File: src/hdl/salt_pkg.sv
`timescale 1ns / 1ps
`default_nettype none
// ----------------------------------------------------------------------------
// salt_pkg: shared definitions of the lockable LRU tag directory
// Access kinds, result codes, fixed field widths and the scan result record.
// ----------------------------------------------------------------------------
package salt_pkg;

    localparam int KIND_W    = 2;
    localparam int SET_IN_W  = 8;
    localparam int TAG_IN_W  = 20;
    localparam int OUTCOME_W = 3;
    localparam int WAY_OUT_W = 2;

    localparam logic [KIND_W-1:0] KIND_LOOKUP = 2'd0;
    localparam logic [KIND_W-1:0] KIND_INVAL  = 2'd1;
    localparam logic [KIND_W-1:0] KIND_LOCK   = 2'd2;
    localparam logic [KIND_W-1:0] KIND_RSVD   = 2'd3;

    localparam logic [OUTCOME_W-1:0] OUT_HIT        = 3'd0;
    localparam logic [OUTCOME_W-1:0] OUT_FILL       = 3'd1;
    localparam logic [OUTCOME_W-1:0] OUT_EVICT      = 3'd2;
    localparam logic [OUTCOME_W-1:0] OUT_ALL_LOCKED = 3'd3;
    localparam logic [OUTCOME_W-1:0] OUT_LOCK_ERR   = 3'd4;
    localparam logic [OUTCOME_W-1:0] OUT_INVAL_DONE = 3'd5;

    typedef struct packed {
        logic [OUTCOME_W-1:0] outcome;
        logic                 any_match;
    } scan_t;

endpackage
`default_nettype wire

File: src/hdl/salt_scan.sv
`timescale 1ns / 1ps
`default_nettype none
// ----------------------------------------------------------------------------
// salt_scan: way scan of one set
// Finds the hit, the first free way or the LRU victim of a set read from the
// directory, and classifies the access.
// ----------------------------------------------------------------------------
module salt_scan #(
    parameter int WAYS     = 4,
    parameter int TAG_BITS = 20,
    parameter int RANK_W   = 2,
    parameter int WAY_W    = 2
) (
    input  wire logic [WAYS-1:0]               valid,
    input  wire logic [WAYS-1:0]               locked,
    input  wire logic [WAYS-1:0][TAG_BITS-1:0] tags,
    input  wire logic [WAYS-1:0][RANK_W-1:0]   ranks,
    input  wire logic [TAG_BITS-1:0]           req_tag,
    input  wire logic                          is_inval,
    output salt_pkg::scan_t                    res,
    output logic [WAY_W-1:0]                   sel_way,
    output logic [WAYS-1:0]                    match
);

    logic [WAYS-1:0]   event_vec;
    logic              ev_found;
    logic [WAY_W-1:0]  ev_way;
    logic              m_found;
    logic [WAY_W-1:0]  m_way;
    logic              have_victim;
    logic [WAY_W-1:0]  victim;
    logic [RANK_W-1:0] best;

    always_comb
    begin
        for (int i = 0; i < WAYS; i++)
        begin
            match[i]     = valid[i] && (tags[i] == req_tag);
            event_vec[i] = match[i] || !valid[i];
        end
    end

    // first way that ends the scan: a hit or a free line
    always_comb
    begin
        ev_found = 1'b0;
        ev_way   = '0;
        m_found  = 1'b0;
        m_way    = '0;
        for (int i = WAYS - 1; i >= 0; i--)
        begin
            if (event_vec[i])
            begin
                ev_found = 1'b1;
                ev_way   = WAY_W'(i);
            end
            if (match[i])
            begin
                m_found = 1'b1;
                m_way   = WAY_W'(i);
            end
        end
    end

    // lowest rank among unlocked lines, ties to the lowest way
    always_comb
    begin
        have_victim = 1'b0;
        victim      = '0;
        best        = '0;
        for (int i = 0; i < WAYS; i++)
        begin
            if (valid[i] && !locked[i] && (!have_victim || ranks[i] < best))
            begin
                have_victim = 1'b1;
                best        = ranks[i];
                victim      = WAY_W'(i);
            end
        end
    end

    always_comb
    begin
        res.any_match = 1'b0;
        sel_way       = '0;
        priority if (is_inval)
        begin
            res.outcome   = salt_pkg::OUT_INVAL_DONE;
            res.any_match = m_found;
            sel_way       = m_way;
        end
        else if (ev_found)
        begin
            sel_way = ev_way;
            priority if (valid[ev_way])
            begin
                res.outcome   = salt_pkg::OUT_HIT;
                res.any_match = 1'b1;
            end
            else if (locked[ev_way])
            begin
                res.outcome = salt_pkg::OUT_LOCK_ERR;
            end
            else
            begin
                res.outcome = salt_pkg::OUT_FILL;
            end
        end
        else if (have_victim)
        begin
            res.outcome = salt_pkg::OUT_EVICT;
            sel_way     = victim;
        end
        else
        begin
            res.outcome = salt_pkg::OUT_ALL_LOCKED;
        end
    end

endmodule
`default_nettype wire

File: config.mk
export PLATFORM = sky130hd
export DESIGN_NAME = salt_scan
export DESIGN_NICKNAME = d
export VERILOG_FILES = /design/src/hdl/salt_pkg.sv /design/src/hdl/salt_scan.sv
export SDC_FILE = /design/constraint.sdc
export NUM_CORES = 1
export LEC_CHECK = 0
export BUFFER_PORTS_ARGS = -buffer_cell sky130_fd_sc_hd__buf_2
export CORE_MARGIN = 2
export CORE_UTILIZATION = 40
export DETAILED_ROUTE_END_ITERATION = 12
export MAX_ROUTING_LAYER = met4
export PLACE_DENSITY = 0.91
export SYNTH_ARGS = -nofsm -noshare
export SYNTH_HDL_FRONTEND = slang
export SYNTH_SLANG_ARGS = --single-unit
File: constraint.sdc
create_clock -name vclk -period 8.4
set_input_delay 1.26 -clock vclk [all_inputs]
set_output_delay 1.26 -clock vclk [all_outputs]
set_load 0.005 [all_outputs]
==> flow_summary_export.csv, run 1 <==
group,metric,value,unit
drt,drc,0,
power_and_ir_drop,p_int,46.69,uW
worst_setup_path,path_common_cell,"ha_1",
worst_setup_path,startpoint_type,"input pin",
timing,finalCriticalPeriod,5931,ps
floorplanning,rows,21,
power_and_ir_drop,comb_power_share,100.0,%
clocking,ctsHoldBuffers,0,
cells_and_area,seq_area,0,sq um
cells_and_area,seq_cell_count,0,
timing,worstMarginPinSlew,565.3,ps
power_and_ir_drop,clockPowerShare,0,%
floorplanning,ios,127,
worst_setup_path,worstPathRequired,7140,ps
drt,drtIter0Drc,95,
worst_setup_path,crit_path_start,"locked[0]",
timing,hold_viol,0,
cells_and_area,diodes,0,
floorplanning,die-area,3913,sq um
worst_setup_path,crit_chain,"buf_2 > and2b_1 > nand2_1 > ha_1 > a21oi_1 > o31ai_1 > nor2_1 > a31oi_1 > ha_1 > o21ai_0 > a22o_1 > mux2_2 > ha_1 > nand2_1 > o2111a_1 > nor4_1 > o22ai_1 > buf_2",
worst_setup_path,worstPathArrival,4670,ps
synthesis,synth_cell_types,33,
worst_setup_path,cpPeakStageDelay,370,ps
power_and_ir_drop,p_seq_share,0,%
grt,grt_max_degree,10,
timing,fin_tns_setup,0,ps
flow_run,drv_cap,0,
synthesis,synth.avg_cell_area,7.142,sq um
drt,drtPass1Iterations,4,
synthesis,postSynthNetCount,312,
power_and_ir_drop,powerDensity,45.39,nW/um^2
drt,ant_nets,0,
grt,grt_pass1_wl,7748,um
timing,slew_headroom,62.02,%
cells_and_area,areaGrowthSynthToFinish,50.27,%
timing,fmax,168.6,MHz
grt,track_usage,24.70,%
drt,wire_per_inst,13.39,um
placement,gp_congestion,0.8388,
grt,antenna_found_initial,0,
grt,grt_overflow,0,
worst_setup_path,endpoint_kind,"output pin",
synthesis,netlist_area,1371,sq um
hold_path,hold_path_class,"in -> out",
power_and_ir_drop,p_sw,46.85,uW
timing,rsz0062_at_grt,"no",
grt,grt_pass1_vias,1807,
placement,dp_cells,364,
cells_and_area,stdcell_count,364,
placement,port_buffers,127,
synthesis,ys_seq_area_share,0,%
worst_setup_path,crit_path_max_fanout,6,
timing,finalSetupViolCount,0,
floorplanning,die_h,62.55,um
placement,dp_hpwl,4426,um
power_and_ir_drop,leakagePower,1.078,nW
power_and_ir_drop,p_sw_share,50.09,%
cells_and_area,final_nets,440,
floorplanning,die_w,62.55,um
clocking,cts_resized,0,
cells_and_area,drive_gt1_share,41.19,%
clocking,cts_setup_buffers,0,
drt,viasPerCell,5.192,
floorplanning,start_util,41.42,%
synthesis,synth_common_cells,"80 x xor2_1, 21 x nor4_1, 10 x inv_1, 10 x nand2_1, 10 x nor2_1",
cells_and_area,clock_buffers,0,
run_status,status,"completed",
power_and_ir_drop,peakVddDrop,0.03241,mV
drt,vias,1890,
synthesis,yosysMostFrequentCell,"xor2_1",
drt,routed_wl,4875,um
synthesis,synthCells,192,
synthesis,synthTopCellsByArea,"xor2_1 51%, nor4_1 9.6%, ha_1 2.7%, inv_1 2.7%, nand2_1 2.7%",
synthesis,ys.warnings.count,0,
worst_setup_path,cp-endpoint,"sel_way[1]",
synthesis,netlist.area_leader.share,51.09,%
worst_setup_path,cpMaxStageDelayCell,"o31ai_1",
synthesis,yosysTopAreaCell,"xor2_1",
timing,slew_viol_final,0,
floorplanning,coreArea,3311,sq um
timing,min_period_over_period,70.61,%
worst_setup_path,worstSetupPathType,"in -> out",
==> layout by cell type (no fill, tap or decap), types with 2 or more instances in the layout <==
cell type  Yosys  routed
xor2_1        80      80
o21ai_0        7       7
nor3_1         4       4
o21ai_1        3       3
nor2b_1        2       2
nor2_1        10      10
a21o_1         2       2
o31ai_1        3       3
a22o_1         2       2
nand3b_1       3       3
o21a_1         2       2
nand3_1        4       4
nor4_1        21      21
buf_2          0     127
a31oi_1        3       3
inv_1         10      10
ha_1           3       3
a21oi_1        5       5
nand2_1       10      10
nand2b_1       4       4
==> per-stage QoR <==
| stage | utilization [%] | hold WS [ps] | instance area (sq um) | worst slack [ps] | power [mW] |
|---|---|---|---|---|---|
| detailed placement | 62.24 | 2882 | 2061 | 2479 | 0.09330 |
| global route | 62.24 | 2901 | 2061 | 2258 | 0.1038 |
| finish | 62.24 | 2883 | 2061 | 2469 | 0.09355 |
| floorplan | - | 2610 | 1371 | 2984 | 0.04451 |
| CTS | 62.24 | 2881 | 2061 | 2480 | 0.09365 |
| global placement | 62.24 | 2877 | 2061 | 2611 | 0.09012 |
==> power groups by stage <==
| stage | combinational [mW] | sequential, mW | clock, mW |
|---|---|---|---|
| global route | 0.104 | 0 | 0 |
| floorplan | 0.0445 | 0 | 0 |
| finish | 0.0935 | 0 | 0 |
| detailed placement | 0.0933 | 0 | 0 |
| CTS | 0.0937 | 0 | 0 |
| global placement | 0.0901 | 0 | 0 |
==> kinds of logic (layout without fill, tap and decap cells) <==
group,Yosys count,count (layout),share of synthesized area [%]
simple gates,61,61,23.91
buf+inv,11,137,3.011
fa+ha+maj,3,3,2.738
mux,1,1,0.8211
compound gates,36,36,18.43
xor+xnor,80,80,51.09
==> layout make-up <==
cell class	count	area, sq um
Fill cell	331	1250
Multi-Input combinational cell	181	1330
Tap cell	46	57.56
Timing Repair Buffer	127	635.6
Inverter	10	37.54
==> metal layers <==
| metal | vias to the layer above | GRT usage, % | share of wire, % |
|---|---|---|---|
| met4 | 0 | 1.389 | 0.47 |
| met1 | 851 | 28.15 | 40 |
| met5 | - | - | 0 |
| met2 | 93 | 49.33 | 53 |
| met3 | 2 | 1.081 | 6.9 |
| li1 | 944 | - | - |
==> worst min path at each step <==
stage,cells past startpoint,slack (ps),from,end
floorplan,2,2610,valid[3],match[3]
global placement,3,2880,is_inval,res[3]
detailed placement,3,2880,is_inval,res[3]
CTS,3,2880,is_inval,res[3]
global route,3,2900,is_inval,res[3]
finish,3,2880,is_inval,res[3]
==> worst max-delay path, delay by kind of cell <==
kind	cells	cell delay [ps]
fa+ha+maj	3	830
simple gates	5	700
compound gates	7	1290
mux	1	350
buf+inv	2	250
Power figures use the tool's default switching activity.
==> inputs of run 2 (changes only) <==
Settings changed: ABC_AREA from default to 1, CORE_UTILIZATION 40 to 38, PLACE_DENSITY 0.91 to 0.86.
Clock period 8.4 ns to 4.9 ns, I/O delays scaled along.
==> run 2 against run 1 <==
Area after synthesis up 18%. First-iteration DRC count is 22% lower. Worst hold slack worse by 1100 ps. Critical path depth grew 8. Wire length up 0.76%. Critical endpoint is now sel_way[0]. Sequential share of layout area stayed put. Utilization fell by 6.2 points. Worst setup slack got worse by 1700 ps. Flip-flop and latch count unchanged.
==> flow_summary_export.csv, run 2 <==
group,metric,value,unit
cells_and_area,final_common_cell,"buf_2",
hold_path,whs_path_depth,3,
floorplanning,coreArea,4058,sq um
timing,slew_viol_final,0,
power_and_ir_drop,powerDensity,79.58,nW/um^2
drt,drc,0,
placement,dp_hpwl,4488,um
floorplanning,die_w,69.23,um
timing,finalSetupViolCount,0,
clocking,cts_setup_buffers,0,
synthesis,synth.avg_cell_area,5.672,sq um
clocking,cts_resized,0,
drt,ant_nets,0,
floorplanning,die_h,69.23,um
synthesis,yosysTopAreaCell,"nand2_1",
timing,fmax,241.5,MHz
timing,worstMarginPinSlew,387.4,ps
synthesis,synth_cell_types,29,
placement,gp_congestion,0.8638,
cells_and_area,areaGrowthSynthToFinish,40.56,%
power_and_ir_drop,leakagePower,1.239,nW
worst_setup_path,endpoint_kind,"output pin",
worst_setup_path,startpoint_type,"input pin",
placement,preCtsSetupSlack,764.1,ps
grt,grt_pass1_wl,8169,um
grt,track_usage,20.12,%
worst_setup_path,crit_path_max_fanout,5,
power_and_ir_drop,peakVddDrop,0.03890,mV
run_status,status,"completed",
timing,fin_tns_setup,0,ps
timing,finalCriticalPeriod,4140,ps
grt,antenna_found_initial,0,
floorplanning,start_util,39.84,%
timing,min_period_over_period,84.49,%
synthesis,ys_seq_area_share,0,%
cells_and_area,final_nets,529,
worst_setup_path,worstPathArrival,3400,ps
cells_and_area,seq_cell_count,0,
drt,viasPerCell,4.781,
worst_setup_path,path_common_cell,"nand2_1",
flow_run,drv_cap,0,
cells_and_area,layout_common_cells,"127 x buf_2, 75 x nand2_1, 31 x xnor2_1, 30 x nand3_1, 28 x or2_2",
hold_path,hold_end,"res[2]",
synthesis,netlist.area_leader.share,17.41,%
drt,drtPass1Iterations,4,
floorplanning,die-area,4792,sq um
synthesis,ys.warnings.count,0,
grt,grt_pass1_vias,2000,
timing,hold_viol,0,
floorplanning,ios,127,
placement,port_buffers,127,
floorplanning,rows,23,
cells_and_area,clock_buffers,0,
grt,grt_overflow,0,
clocking,ctsHoldBuffers,0,
synthesis,netlist_area,1617,sq um
hold_path,hold_path_class,"in -> out",
synthesis,yosysMostFrequentCell,"nand2_1",
grt,grt_max_degree,9,
worst_setup_path,worstPathRequired,4160,ps
worst_setup_path,cpMaxStageDelayCell,"ha_1",
drt,vias,2185,
drt,routed_wl,4912,um
hold_path,min_from,"is_inval",
drt,drtIter0Drc,74,
worst_setup_path,worstSetupPathType,"in -> out",
timing,worst_slack,760.0,ps
timing,rsz0062_at_grt,"no",
timing,slew_headroom,73.81,%
drt,wire_per_inst,10.75,um
cells_and_area,diodes,0,
synthesis,synthTopCellsByArea,"nand2_1 17%, xnor2_1 17%, or2_2 11%, nand3_1 9.3%, xor2_1 7.6%",
synthesis,synth_common_cells,"75 x nand2_1, 31 x xnor2_1, 30 x nand3_1",
cells_and_area,seq_area,0,sq um
synthesis,postSynthNetCount,405,
synthesis,synthCells,285,
cells_and_area,drive_gt1_share,42.75,%
worst_setup_path,cpPeakStageDelay,280,ps
-- run 2: stage by stage --
stage | hold slack (ps) | power (mW) | area (sq um) | std cells | util (%)
2_1_floorplan | 1501 | 0.1062 | 1617 | 285 | -
3_3_place_gp | 1770 | 0.1762 | 2272 | 457 | 56.00
3_5_place_dp | 1774 | 0.1811 | 2272 | 457 | 56.00
4_1_cts | 1773 | 0.1819 | 2272 | 457 | 56.00
5_1_grt | 1798 | 0.2037 | 2272 | 457 | 56.00
6_report | 1776 | 0.1808 | 2272 | 457 | 56.00
-- run 2: critical path, delay by kind of cell --
family,cells,cell delay [ps]
compound gates,2,320
fa+ha+maj,3,830
buf+inv,3,300
simple gates,18,1240
-- run 2: area by class of cell --
type,instances,area (sq um)
fill,404,1785
inverter,29,108.9
multi-input combinational,251,1465
tap,50,62.56
timing repair buffer,127,635.6
-- run 2: worst max path at each step --
stage | from | to | slack [ps]
final | valid[0] | sel_way[0] | 760
after global routing | valid[0] | sel_way[1] | 410
after CTS | valid[0] | sel_way[0] | 750
after detailed placement | valid[0] | sel_way[1] | 760
after global placement | valid[0] | sel_way[1] | 850
after floorplan | valid[0] | sel_way[1] | 1230
-- run 2: logic make-up (layout without fill, tap and decap cells) --
family,after synthesis,in the layout,synth area share (%)
simple gates,194,194,60.91
xor+xnor,45,45,24.38
buf+inv,34,156,9.364
compound gates,9,9,3.018
fa+ha+maj,3,3,2.322
-- run 2: metal layers --
metal  track usage, %  up-vias  share of wire [%]
li1                 -     1170                  -
met1            24.17      930                 42
met2            38.03       83                 52
met3            1.599        2                6.4
met4            1.307        0               0.33
met5                -        -                  0
-- run 2: where the power goes --
part	switching, mW	internal [mW]
Combinational	0.0901	0.0907
Sequential	0	0
Clock	0	0
==> inputs of run 3 (changes only) <==
Clock period 4.9 ns to 3.4 ns, I/O delays scaled along.
==> run 3 against run 2 <==
The flow now finishes with violations (negative setup slack). Highest routed layer unchanged. Utilization grew 4.3 points. Worst hold slack lost 450 ps. Sequential share of layout area is the same. Critical endpoint unchanged. Combinational power is 60% higher. Flip-flop and latch count did not move. Die area unchanged. Via count is 7.0% higher. First-iteration DRC count rose by 6.8%. Cell count increased by 3.1%. Wire length up 14%. Power is 60% higher.
==> flow_summary_export.csv, run 3 (synthesis gave the netlist of run 2 again) <==
group,metric,value,unit
floorplanning,die-area,4792,sq um
cells_and_area,final_nets,543,
drt,drtIter0Drc,79,
clocking,ctsHoldBuffers,0,
timing,finalCriticalPeriod,3422,ps
drt,viasPerCell,4.964,
floorplanning,ios,127,
drt,routed_wl,5578,um
worst_setup_path,worstPathArrival,2910,ps
grt,grt.met3_usage,2.180,%
power_and_ir_drop,peakVddDrop,0.05943,mV
cells_and_area,seq_area,0,sq um
timing,hold_viol,0,
cells_and_area,multi_input_area,1516,sq um
grt,antenna_found_initial,0,
cells_and_area,n_fill_cell,398,
cells_and_area,layout_common_cells,"125 x buf_2, 65 x nand2_1, 31 x xnor2_1, 29 x nand3_1, 28 x or2_2",
drt,vias,2338,
worst_setup_path,worstSetupPathType,"in -> out",
hold_path,min_from,"is_inval",
timing,slew_headroom,73.05,%
floorplanning,rows,23,
grt,grt.busiest_layer,"met2",
timing,worstMarginPinSlew,400.6,ps
drt,drtPass1Iterations,5,
drt,ant_nets,0,
timing,min_period_over_period,100.6,%
flow_run,drv_cap,0,
cells_and_area,postLayoutCellArea,2445,sq um
grt,grt_pass1_wl,8990,um
cells_and_area,fin_util,60.25,%
grt,grt_pass1_vias,2309,
drt,wire_per_inst,11.84,um
floorplanning,die_h,69.23,um
cells_and_area,seq_cell_count,0,
floorplanning,die_w,69.23,um
timing,fmax,292.2,MHz
placement,dp_cells,466,
placement,dp_hpwl,4715,um
run_status,status,"finished with violations",
drt,drc,0,
worst_setup_path,endpoint_kind,"output pin",
placement,preCtsSetupSlack,-224.8,ps
worst_setup_path,worstPathRequired,2890,ps
cells_and_area,drive_gt1_share,47.98,%
run_status,violations,"negative setup slack",
floorplanning,start_util,39.84,%
grt,grt_overflow,0,
timing,worst_slack,-21.94,ps
timing,rsz0062_at_grt,"yes",
placement,port_buffers,127,
worst_setup_path,cpPeakStageDelay,270,ps
grt,grt_max_degree,9,
timing,slew_viol_final,0,
grt,track_usage,22.15,%
cells_and_area,stdcell_count,471,
grt,met1_usage,24.36,%
worst_setup_path,crit_path_start,"locked[0]",
timing,finalSetupViolCount,2,
grt,met2_usage,42.52,%
power_and_ir_drop,leakagePower,1.313,nW
placement,dpl-instance-area,2340,sq um
worst_setup_path,cp_num_buf_inv,2,
worst_setup_path,crit_path_max_fanout,3,
cells_and_area,diodes,0,
cells_and_area,areaGrowthSynthToFinish,51.24,%
worst_setup_path,crit_family,"simple AND/OR/NAND/NOR gates",
placement,gp_congestion,0.8941,
hold_path,hold_path_class,"in -> out",
cells_and_area,final_common_cell,"buf_2",
floorplanning,coreArea,4058,sq um
power_and_ir_drop,powerDensity,118.5,nW/um^2
worst_setup_path,startpoint_type,"input pin",
worst_setup_path,cpMaxStageDelayCell,"ha_4",
timing,fin_tns_setup,-22.49,ps
cells_and_area,clock_buffers,0,
-- run 3: layer usage --
layer	share of wire (%)	vias to the layer above
li1	-	1196
met1	39	1010
met2	52	112
met3	7.0	20
met4	2.7	0
met5	0	-
-- run 3: cell type report --
type               instances  area share [%]
repair buffers           141           30.96
multi-input cells        251           62.03
well taps                 50           2.559
inverters                 29           4.452
-- run 3: stage by stage --
stage,hold WS [ps],power (mW)
3_5_place_dp,1326,0.2712
4_1_cts,1325,0.2810
5_1_grt,1346,0.3220
6_report,1322,0.2897
2_1_floorplan,1051,0.1530
3_3_place_gp,1323,0.2624
-- run 3: report_power, final --
group | internal [mW] | total [mW] | switching, mW
clock network | 0 | 0 | 0
registers | 0 | 0 | 0
logic | 0.147 | 0.290 | 0.142
-- run 3: path summary, 6_finish.rpt --
path	endpoint	slack [ps]	depth (start not counted)
max	sel_way[0]	-20	26
min	res[2]	1320	3
-- run 3: what timing repair did --
action | CTS | global route
setup endpoints to repair | 2 | 2
gates resized for setup | 11 | 10
setup buffers | 4 | 1
pin swaps | 5 | 5
